## src/rtl/core/emfd_pkg.sv

```systemverilog
// ============================================================================
// emfd_pkg
// Types and constants shared by the EM4100 Manchester frame decoder.
// ============================================================================
package emfd_pkg;

    localparam int unsigned TICK_W         = 16;
    localparam int unsigned ID_W           = 32;
    localparam int unsigned STATUS_W       = 3;
    localparam int unsigned DATA_BITS      = 55;
    localparam int unsigned HEADER_ONES    = 9;
    localparam int unsigned HEADER_SEARCH  = 64;
    localparam int unsigned PREAMBLE_PAIRS = 16;
    localparam int unsigned DATA_ROWS      = 10;
    localparam int unsigned ID_ROW_FIRST   = 2;
    localparam int unsigned STEP_W         = 7;
    localparam int unsigned ONES_W         = 4;
    localparam int unsigned CFG_IDX_W      = 1;

    localparam logic [STEP_W-1:0] STEP_MAX     = '1;
    localparam logic [STEP_W-1:0] HDR_LIMIT    = STEP_W'(HEADER_SEARCH);
    localparam logic [STEP_W-1:0] PRE_LIMIT    = STEP_W'(PREAMBLE_PAIRS);
    localparam logic [STEP_W-1:0] DATA_LIMIT   = STEP_W'(DATA_BITS);
    localparam logic [ONES_W-1:0] ONES_LIMIT   = ONES_W'(HEADER_ONES);

    localparam logic [TICK_W-1:0] THR_RESET    = 16'd384;
    localparam logic [TICK_W-1:0] TMO_RESET    = 16'd768;

    typedef enum logic [CFG_IDX_W-1:0] {
        CFG_THRESHOLD = 1'b0,
        CFG_TIMEOUT   = 1'b1
    } t_cfg_idx;

    typedef enum logic [STATUS_W-1:0] {
        ST_OK        = 3'd0,
        ST_TIMEOUT   = 3'd1,
        ST_NO_HEADER = 3'd2,
        ST_ROW_PAR   = 3'd3,
        ST_COL_STOP  = 3'd4
    } t_frame_status;

    typedef struct packed {
        logic              line_level;
        logic [TICK_W-1:0] interval_ticks;
    } t_line_item;

    typedef struct packed {
        t_frame_status   frame_status;
        logic [ID_W-1:0] card_id;
    } t_frame_result;

endpackage

```

## src/rtl/core/emfd_stream_if.sv

```systemverilog
// ============================================================================
// emfd_stream_if
// Valid/ready stream channel carrying one payload per transfer.
// ============================================================================
interface emfd_stream_if #(
    parameter type t_payload = logic
);
    logic     valid;
    logic     ready;
    t_payload payload;

    modport source (output valid, output payload, input ready);
    modport sink   (input valid, input payload, output ready);
endinterface

```

## src/rtl/core/em4100_manchester_frame_decoder.sv

```systemverilog
// ============================================================================
// em4100_manchester_frame_decoder
// Manchester frame decoder for 125 kHz EM4100-style proximity cards.
// ============================================================================
// Usage:
//   i_line  : one measured line interval per transfer (level, length in ticks).
//   o_frame : one transfer per frame, a status and the 32-bit card ID
//             (ID is zero unless the status is ok).
//   i_cfg_* : threshold (index 0) and timeout (index 1), written while idle.
// Throughput: one interval per clock while o_frame is not stalled; an interval
//   is held in the input register, decoded against the frame state, and any
//   result lands in the output register.
// Result: valid from the output register once the interval that completes
//   the frame has been taken from the input register and decoded.
// Reset: preamble search, no pending half-bit, threshold 384, timeout 768.
// Stall: while o_frame holds a result that is not taken, the held interval
//   waits in the input register and i_line drops ready once that is full.
// ============================================================================
module em4100_manchester_frame_decoder
    import emfd_pkg::*;
(
    input  logic                 i_clk,
    input  logic                 i_rst_n,
    input  logic                 i_cfg_we,
    input  logic [CFG_IDX_W-1:0] i_cfg_idx,
    input  logic [TICK_W-1:0]    i_cfg_wdata,
    emfd_stream_if.sink          i_line,
    emfd_stream_if.source        o_frame
);

    typedef enum logic [1:0] {
        PH_PRE  = 2'd0,
        PH_HDR  = 2'd1,
        PH_DATA = 2'd2
    } t_phase;

    typedef enum logic [1:0] {
        PEND_NONE = 2'd0,
        PEND_THR  = 2'd1,
        PEND_TMO  = 2'd2
    } t_pend;

    logic [TICK_W-1:0]    r_thr, r_tmo;
    logic                 r_in_valid;
    t_line_item           r_in_item;
    logic                 r_out_valid;
    t_frame_result        r_out;

    t_phase               r_phase, n_phase;
    logic [STEP_W-1:0]    r_step, n_step;
    logic [ONES_W-1:0]    r_ones, n_ones;
    logic                 r_last, n_last;
    t_pend                r_pend, n_pend;
    logic [DATA_BITS-1:0] r_store, n_store;

    logic                 w_proc;
    logic                 w_emit;
    t_frame_status        w_status;
    logic [ID_W-1:0]      w_id;

    assign w_proc       = r_in_valid && (!r_out_valid || o_frame.ready);
    assign i_line.ready = !r_in_valid || w_proc;
    assign o_frame.valid   = r_out_valid;
    assign o_frame.payload = r_out;

    always_comb begin
        logic [TICK_W-1:0] v_t;
        logic              v_lvl;
        logic [TICK_W-1:0] v_limit;
        logic              v_short;
        logic              v_bit;
        logic              v_done;
        logic [STEP_W-1:0] v_step_inc;
        logic [4:0]        v_row;
        logic [3:0]        v_col;
        logic              v_row_err;
        logic [ID_W-1:0]   v_id;
        logic [4:0]        v_tail;

        v_t        = r_in_item.interval_ticks;
        v_lvl      = r_in_item.line_level;
        v_limit    = (r_pend == PEND_THR) ? r_thr : r_tmo;
        v_short    = (v_t <= r_thr);
        v_bit      = 1'b0;
        v_done     = 1'b0;
        v_step_inc = (r_step == STEP_MAX) ? r_step : r_step + STEP_W'(1);
        v_row      = '0;
        v_col      = '0;
        v_row_err  = 1'b0;
        v_id       = '0;
        v_tail     = '0;

        n_phase  = r_phase;
        n_step   = r_step;
        n_ones   = r_ones;
        n_last   = r_last;
        n_pend   = r_pend;
        n_store  = r_store;
        w_emit   = 1'b0;
        w_status = ST_OK;
        w_id     = '0;

        unique case (r_phase)
            PH_HDR, PH_DATA: begin
                if (r_pend != PEND_NONE) begin
                    if (v_lvl == !r_last) begin
                        if (v_t > v_limit) begin
                            w_emit   = 1'b1;
                            w_status = ST_TIMEOUT;
                        end else begin
                            n_pend = PEND_NONE;
                            v_done = 1'b1;
                        end
                    end
                end else if (v_lvl == r_last) begin
                    if (v_t > r_tmo) begin
                        w_emit   = 1'b1;
                        w_status = ST_TIMEOUT;
                    end else begin
                        v_bit  = r_last ? !v_short : v_short;
                        n_last = !v_bit;
                        if (v_short) begin
                            n_pend = (r_phase == PH_DATA && !v_bit) ? PEND_TMO : PEND_THR;
                        end else begin
                            v_done = 1'b1;
                        end
                    end
                end

                if (v_done) begin
                    v_bit  = !n_last;
                    n_step = v_step_inc;
                    if (r_phase == PH_HDR) begin
                        if (v_bit) begin
                            n_ones = r_ones + ONES_W'(1);
                            if (n_ones >= ONES_LIMIT) begin
                                n_phase = PH_DATA;
                                n_step  = '0;
                                n_ones  = '0;
                            end
                        end else begin
                            n_ones = '0;
                            if (v_step_inc >= HDR_LIMIT) begin
                                w_emit   = 1'b1;
                                w_status = ST_NO_HEADER;
                            end
                        end
                    end else begin
                        n_store = {r_store[DATA_BITS-2:0], v_bit};
                        if (v_step_inc >= DATA_LIMIT) begin
                            for (int r = 0; r < DATA_ROWS; r++) begin
                                v_row     = n_store[DATA_BITS-5-5*r +: 5];
                                v_row_err = v_row_err | (^v_row);
                                v_col     = v_col ^ v_row[4:1];
                                if (r >= ID_ROW_FIRST) begin
                                    v_id = {v_id[ID_W-5:0], v_row[4:1]};
                                end
                            end
                            v_tail = n_store[4:0];
                            w_emit = 1'b1;
                            if (v_row_err) begin
                                w_status = ST_ROW_PAR;
                            end else if (v_tail[4:1] != v_col || v_tail[0]) begin
                                w_status = ST_COL_STOP;
                            end else begin
                                w_status = ST_OK;
                                w_id     = v_id;
                            end
                        end
                    end
                end
            end
            default: begin
                if (v_lvl == (r_pend == PEND_NONE)) begin
                    if (v_t > r_tmo) begin
                        w_emit   = 1'b1;
                        w_status = ST_TIMEOUT;
                    end else if (r_pend == PEND_NONE) begin
                        n_pend = PEND_THR;
                    end else begin
                        n_pend = PEND_NONE;
                        n_step = v_step_inc;
                        if (v_t >= r_thr || v_step_inc >= PRE_LIMIT) begin
                            n_phase = PH_HDR;
                            n_last  = 1'b1;
                            n_step  = '0;
                            n_ones  = '0;
                        end
                    end
                end
            end
        endcase

        if (w_emit) begin
            n_phase = PH_PRE;
            n_step  = '0;
            n_ones  = '0;
            n_last  = 1'b1;
            n_pend  = PEND_NONE;
        end
    end

    always_ff @(posedge i_clk) begin
        if (!i_rst_n) begin
            r_thr       <= THR_RESET;
            r_tmo       <= TMO_RESET;
            r_in_valid  <= 1'b0;
            r_out_valid <= 1'b0;
            r_phase     <= PH_PRE;
            r_step      <= '0;
            r_ones      <= '0;
            r_last      <= 1'b1;
            r_pend      <= PEND_NONE;
        end else begin
            if (i_cfg_we) begin
                case (t_cfg_idx'(i_cfg_idx))
                    CFG_THRESHOLD: r_thr <= i_cfg_wdata;
                    CFG_TIMEOUT:   r_tmo <= i_cfg_wdata;
                    default:       ;
                endcase
            end
            if (i_line.ready) begin
                r_in_valid <= i_line.valid;
            end
            if (w_proc) begin
                r_phase <= n_phase;
                r_step  <= n_step;
                r_ones  <= n_ones;
                r_last  <= n_last;
                r_pend  <= n_pend;
            end
            if (w_proc && w_emit) begin
                r_out_valid <= 1'b1;
            end else if (o_frame.ready) begin
                r_out_valid <= 1'b0;
            end
        end
    end

    always_ff @(posedge i_clk) begin
        if (i_line.ready && i_line.valid) begin
            r_in_item <= i_line.payload;
        end
        if (w_proc) begin
            r_store <= n_store;
        end
        if (w_proc && w_emit) begin
            r_out.frame_status <= w_status;
            r_out.card_id      <= w_id;
        end
    end

    a_fail_id_zero: assert property (@(posedge i_clk) disable iff (!i_rst_n)
        r_out_valid && r_out.frame_status != ST_OK |-> r_out.card_id == '0)
        else $error("card ID not cleared on failed frame");

    a_ones_bound: assert property (@(posedge i_clk) disable iff (!i_rst_n)
        r_ones < ONES_LIMIT)
        else $error("header ones run past limit");

    a_pre_pend: assert property (@(posedge i_clk) disable iff (!i_rst_n)
        r_phase == PH_PRE |-> r_pend != PEND_TMO)
        else $error("timeout-held half-bit in preamble");

    a_emit_restart: assert property (@(posedge i_clk) disable iff (!i_rst_n)
        w_proc && w_emit |=> r_phase == PH_PRE && r_pend == PEND_NONE && r_out_valid)
        else $error("decoder not restarted after result");

    a_in_hold: assert property (@(posedge i_clk) disable iff (!i_rst_n)
        r_in_valid && !w_proc |=> r_in_valid && $stable(r_in_item))
        else $error("held interval lost while output stalled");

endmodule

```

## src/flat_wrapper.sv

```systemverilog
// flat-port wrapper written by rule: the top's interface ports become plain ports
module em4100_manchester_frame_decoder_flat import emfd_pkg::*;
  (i_clk, i_rst_n, i_cfg_we, i_cfg_idx, i_cfg_wdata, i_line_valid, i_line_payload, i_line_ready, o_frame_valid, o_frame_payload, o_frame_ready);
  emfd_stream_if #(.t_payload(t_line_item)) i_line_i ();
  emfd_stream_if #(.t_payload(t_frame_result)) o_frame_i ();
  input  logic i_clk;
  input  logic i_rst_n;
  input  logic i_cfg_we;
  input  logic [CFG_IDX_W-1:0] i_cfg_idx;
  input  logic [TICK_W-1:0] i_cfg_wdata;
  input wire logic [$bits(i_line_i.valid)-1:0] i_line_valid;
  input wire logic [$bits(i_line_i.payload)-1:0] i_line_payload;
  output wire logic [$bits(i_line_i.ready)-1:0] i_line_ready;
  output wire logic [$bits(o_frame_i.valid)-1:0] o_frame_valid;
  output wire logic [$bits(o_frame_i.payload)-1:0] o_frame_payload;
  input wire logic [$bits(o_frame_i.ready)-1:0] o_frame_ready;
  assign i_line_i.valid = i_line_valid;
  assign i_line_i.payload = i_line_payload;
  assign i_line_ready = i_line_i.ready;
  assign o_frame_valid = o_frame_i.valid;
  assign o_frame_payload = o_frame_i.payload;
  assign o_frame_i.ready = o_frame_ready;
  em4100_manchester_frame_decoder u_core (.i_clk(i_clk), .i_rst_n(i_rst_n), .i_cfg_we(i_cfg_we), .i_cfg_idx(i_cfg_idx), .i_cfg_wdata(i_cfg_wdata), .i_line(i_line_i), .o_frame(o_frame_i));
endmodule
```

## config.mk

```make
export PLATFORM = sky130hd
export DESIGN_NAME = em4100_manchester_frame_decoder_flat
export DESIGN_NICKNAME = d
export VERILOG_FILES = /design/src/rtl/core/emfd_pkg.sv /design/src/rtl/core/emfd_stream_if.sv /design/src/rtl/core/em4100_manchester_frame_decoder.sv /design/src/flat_wrapper.sv
export SDC_FILE = /design/constraint.sdc
export NUM_CORES = 1
export LEC_CHECK = 0
export ABC_AREA = 1
export BUFFER_PORTS_ARGS = -buffer_cell sky130_fd_sc_hd__buf_4
export CORE_MARGIN = 5
export CORE_UTILIZATION = 60
export CTS_BUF_LIST = sky130_fd_sc_hd__clkbuf_16
export DETAILED_ROUTE_END_ITERATION = 12
export GPL_TIMING_DRIVEN = 0
export PLACE_DENSITY = 0.81
export SKIP_CTS_REPAIR_TIMING = 1
export SYNTH_ARGS = -nofsm -noshare
export SYNTH_HDL_FRONTEND = slang
export SYNTH_SLANG_ARGS = --single-unit
```

## constraint.sdc

```tcl
create_clock -name i_clk -period 14.4 [get_ports i_clk]
set_input_delay 2.16 -clock i_clk [delete_from_list [all_inputs] [get_ports i_clk]]
set_output_delay 2.16 -clock i_clk [all_outputs]
set_load 0.005 [all_outputs]
```

==> metrics.txt, run 1 <==
number of CTS-inserted buffers 17; Power Internal 849 uW; Reg clk slew, reported paths 0.06 ns; largest net degree at the start of global routing 36; LEAKAGE 4.07 nW; status complete, no violations; Critical Setup Path Class in -> out; Finished Cell Area 9670 um2; IO Pins 76; Syn Nets 939; Synth cell types 42; antenna violations before repair 0; Slew headroom 52.0%; Core Footprint 13300 um2; Initial DRC Count 319; Fin. Hold Viols 0; total net switching power 313 uW; Sink Count 156; EDFF count, synth 106; Seq/Total Area, Yosys 51.0%; top cell type's share of synthesized area 38.8%; Yosys warnings 0; routability cong. 0.880; Crit path largest cell delay 0.16 ns; Setup Total Neg Slack 0 ns; Antenna diodes 0; via count 6041; FF-to-FF setup slack 10.38 ns; vias in the first global route 5848; cells after synthesis 847; die area 16100 um2; met1 usage 28.2%; top-count cell post-synth nand2_1; PwrDens 120 nW/um2; cell count after placement 1102; worst setup margin 9.64 ns; Routed WL 17.4 mm; Remaining Overflow, GRT 0; synth cell count leaders nand2_1 (131), inv_1 (117), edfxtp_1 (106); die width 127 um; synthesized area per cell 9.68 um2; Reg power frac 44.2%; dominant cell type by area after synthesis edfxtp_1; mapped cell area 8200 um2; Clock power frac 39.9%; DP Worst Slack 9.63 ns; worst-skew pair later-pin latency 0.43 ns; post-route ant nets 0; H-tree depth 4; Die H 127 um; WL/cell 15.4 um; post-detail-place hpwl 12.6 mm; total power 1.16 mW; Final Net Count 1038; unrepaired setup endpoints after global routing no; Top Family by Delay on Critical Path buffers and inverters; Crit path required time 12.24 ns; M2 GR Usage 37.1%; clk buf depth 2; Cell Area, Placed 9040 um2; count of state elements after synthesis 156; Peak supply drop 0.101 mV; Worst setup SP type primary input; most used cell, CP buf_4; first-pass GRT wire length 28.2 mm; Max Freq 210 MHz; WHS 0.450 ns; final non-filler cell total 1135; layout cell share with drive strength beyond 1 18.1%; met3 GRT Util 4.67%; Via-to-Cell Ratio 5.32; WP buf/inv 3; Worst Tran Pin Value 0.720 ns; DRC viols 0; Final period util 33.1%; Setup violations, final 0; Area Overhead vs Synth 18.0%; Worst Path Arrival 2.60 ns; Global Route Usage Sum 22.1%; Critical-path top delay cell buf_4; worst hold-check path type reg -> reg; # rows 42; Synth Flop Type edfxtp_1; sw frac 26.9%; Initial Utilization 61.7%; Combinational Power Share 15.9%; Tmin final 4.76 ns; crit path max fanout 3; Finished Core Util 72.7%; max cap viols 0; TritonCTS clock tree done; First-pass DRT Iterations 5; critical path cell sequence buf_4, inv_1, nand3_1, buf_4; Worst Setup End Kind primary output; ranking of synthesized cells by area edfxtp_1 (39%), dfxtp_1 (12%), ha_1 (8.1%); Async S/R FF share, synth 0%; Fill cells 981; CTS root buffer clkbuf_16; Slew Limit Fails 0; port bufs 75; Final Skew 0.00893 ns; GRT Max-Usage Layer met2
state kept, by name, indices dropped and copies added (netlist names):
signal,count
u_core.r_ones,4
u_core.r_store,54
u_core.o_frame.payload,35
u_core.r_thr,16
u_core.r_in_valid,1
u_core.r_phase,2
u_core.r_pend,2
u_core.r_step,7
u_core.o_frame.valid,1
u_core.r_last,1
u_core.r_tmo,16
u_core.r_in_item,17
per-layer routing:
metal / part of all wire (%) / routed length [um]
met5: 0 / 0
met3: 5.9 / 1020
met1: 42 / 7390
met4: 2.2 / 383
met2: 50 / 8640
final cells by class:
| type | count | area, um2 | area share (%) |
|---|---|---|---|
| plain buffers | 16 | 93.8 | 0.971 |
| clock buffers | 17 | 425 | 4.40 |
| clock inverters | 15 | 185 | 1.92 |
| inverters | 121 | 454 | 4.70 |
| multi-input cells | 554 | 3470 | 35.9 |
| flip-flops and latches | 156 | 4180 | 43.3 |
| well taps | 176 | 220 | 2.28 |
| repair buffers | 80 | 636 | 6.57 |
power groups by stage:
| stage | clock network, mW | registers [mW] | logic (mW) |
|---|---|---|---|
| after CTS | 0.471 | 0.514 | 0.182 |
| after detailed placement | 0 | 0.524 | 0.178 |
| final | 0.464 | 0.514 | 0.185 |
| after global routing | 0.491 | 0.516 | 0.207 |
| after floorplan | 0 | 0.522 | 0.119 |
| after global placement | 0 | 0.523 | 0.173 |
layout by cell type, fill, tap and decap left out, types with 2 or more instances in the layout:
cell type / count
xor2_1: 46
clkinv_1: 3
nand3_1: 30
nor3_1: 3
clkinvlp_4: 2
o211ai_1: 4
a21oi_2: 2
edfxtp_1: 106
nand4_1: 11
xnor2_1: 40
nor2_2: 33
nor3_2: 2
buf_8: 2
clkbuf_16: 17
nand2_1: 131
nand2_2: 5
inv_1: 117
buf_4: 75
inv_2: 2
inv_8: 2
o21bai_1: 3
ha_1: 53
dfxtp_1: 50
nand2_4: 4
nand3b_1: 3
a21o_1: 2
clkinv_2: 2
buf_2: 3
clkbuf_1: 9
a21oi_1: 61
buf_6: 6
inv_6: 5
bufinv_16: 3
o21ai_0: 52
nor2_1: 54
kinds of logic after synthesis:
family / synth area share, %
compound gates: 8.58
xor+xnor: 9.19
fa+ha+maj: 8.09
buf+inv: 6.69
flops: 51.0
mux: 0.137
simple gates: 16.3
path summary, 6_finish.rpt:
path	end	startpoint	depth (start not counted)
worst max register to register	u_core.o_frame.payload[30]	u_core.r_pend[1]	17
worst max-delay path	i_line_ready	o_frame_ready	4
worst min register to register	u_core.r_store[9]	u_core.r_store[8]	0
worst min-delay path	u_core.r_store[9]	u_core.r_store[8]	0
Note: power is estimated with default switching activity, not from simulation.
==> run 2: changes to the inputs <==
clock period = 4.4 ns   (was 14.4 ns; I/O delays follow)
==> run 2 against run 1 <==
Utilization decreased by 0.50 points. Combinational power rose to 3.2 times the previous value. Sequential share of layout area increased by 0.30 points. Register-to-register slack got worse by 10 ns. Sequential cell count unchanged. Wire length decreased by 4.6%. Clock-buffer cell count stayed put. Global-route usage shrank 0.78 points. Worst hold slack got worse by 0.041 ns. Cell area fell by 0.69%.
==> metrics.txt, run 2 (synthesis gave the netlist of run 1 again) <==
Slew headroom 39.3%; first-pass GRT wire length 27.3 mm; DRC viols 0; post-route ant nets 0; antenna violations before repair 0; Final period util 91.2%; register name with the most flops u_core.r_store; die width 127 um; H-tree depth 4; Worst Tran Pin Value 0.907 ns; TritonCTS clock tree done; Via-to-Cell Ratio 5.27; First-pass DRT Iterations 5; Initial DRC Count 424; Finished Cell Area 9600 um2; layout cell share with drive strength beyond 1 17.9%; Worst setup SP type flip-flop; Area Overhead vs Synth 17.1%; Core Footprint 13300 um2; Slew Limit Fails 0; Sink Count 156; port bufs 75; worst-skew pair later-pin latency 0.43 ns; Peak supply drop 0.266 mV; CTS root buffer clkbuf_16; vias in the first global route 5763; post-detail-place hpwl 12.3 mm; die area 16100 um2; Antenna diodes 0; Fill cells 965; worst hold-check path type in -> reg; leading cell type in the layout, fill and taps excluded nand2_1; most frequent cells in the layout nand2_1 (131), inv_1 (116), edfxtp_1 (106); Setup violations, final 0; # rows 42; Worst Path Arrival 4.15 ns; Global Route Usage Sum 21.4%; PwrDens 383 nW/um2; IO Pins 76; via count 5969; WL/cell 14.7 um; Reg clk slew, reported paths 0.06 ns; Critical Setup Path Class reg -> reg; LEAKAGE 4.04 nW; max cap viols 0; number of CTS-inserted buffers 17; Fin. Hold Viols 0; clk buf depth 2; WHS 0.409 ns; Tmin final 4.01 ns; Max Freq 249 MHz; Routed WL 16.6 mm; Worst Setup End Kind flip-flop; Crit path required time 4.54 ns; Final Net Count 1036; Cell Area, Placed 9020 um2; routability cong. 0.899; Die H 127 um; status complete, no violations; unrepaired setup endpoints after global routing no; crit path max fanout 22; Initial Utilization 61.7%; Remaining Overflow, GRT 0; largest net degree at the start of global routing 36; FF+latch area 4180 um2; Final Skew 0.00973 ns; Multi-input gate area 3480 um2; max reg flops 54
-- run 2: critical path, stage by stage, from the launching register on --
cell	delay (ns)
dfxtp_1	0.37
inv_1	0.05
nand2_1	0.13
clkbuf_1	0.41
o21ai_0	0.16
ha_1	0.32
nand2_1	0.07
inv_1	0.05
nand3_1	0.09
nor3_1	0.30
nand3_1	0.17
nand2_1	0.11
nand2_1	0.07
nand2_1	0.07
nand2_1	0.14
nor3_4	0.73
buf_8	0.29
buf_8	0.19
-- run 2: per-layer routing --
layer	vias to the layer above	wire (um)	part of all wire (%)	track usage (%)
met5	-	0	0	0
met4	0	256	1.5	6.88
met2	160	8100	49	35.2
met1	2789	7480	45	28.1
met3	22	801	4.8	4.92
li1	2998	-	-	-
-- run 2: worst paths after layout --
path,startpoint,to,slack (ns),cells after the start
worst max-delay path,u_core.r_pend[1],u_core.r_store[19],0.39,17
worst min-delay path,i_line_payload[15],u_core.r_in_item[15],0.41,1
worst max register to register,u_core.r_pend[1],u_core.r_store[19],0.39,17
worst min register to register,u_core.r_store[33],u_core.r_store[34],0.46,0
-- run 2: where the power goes --
group | total [mW] | leakage [nW] | switching, mW | internal, mW
sequential | 1.68 | 1.34 | 0.0405 | 1.64
combinational | 0.594 | 2.43 | 0.362 | 0.232
clock | 1.40 | 0.277 | 0.615 | 0.789
-- run 2: through the flow --
step | worst slack, ns | utilization (%) | TNS [ns] | power (mW) | instances
6_report | 0.387 | 72.2 | 0 | 3.68 | 1132
5_1_grt | 0.0798 | 72.2 | 0 | 3.86 | 1132
4_1_cts | 0.0594 | 72.1 | 0 | 3.70 | 1131
3_5_place_dp | 0.0849 | 67.9 | 0 | 2.30 | 1100
3_3_place_gp | -0.188 | 67.6 | -10.05 | 2.28 | 1098
2_1_floorplan | 0.777 | - | 0 | 2.10 | 847
-- run 2: area by class of cell --
type / count / area share [%]
Multi-Input combinational cell: 554 / 36.2
Clock buffer: 17 / 4.43
Sequential cell: 156 / 43.6
Clock inverter: 14 / 1.41
Timing Repair Buffer: 78 / 6.39
Tap cell: 176 / 2.29
Inverter: 121 / 4.73
Buffer: 16 / 0.977
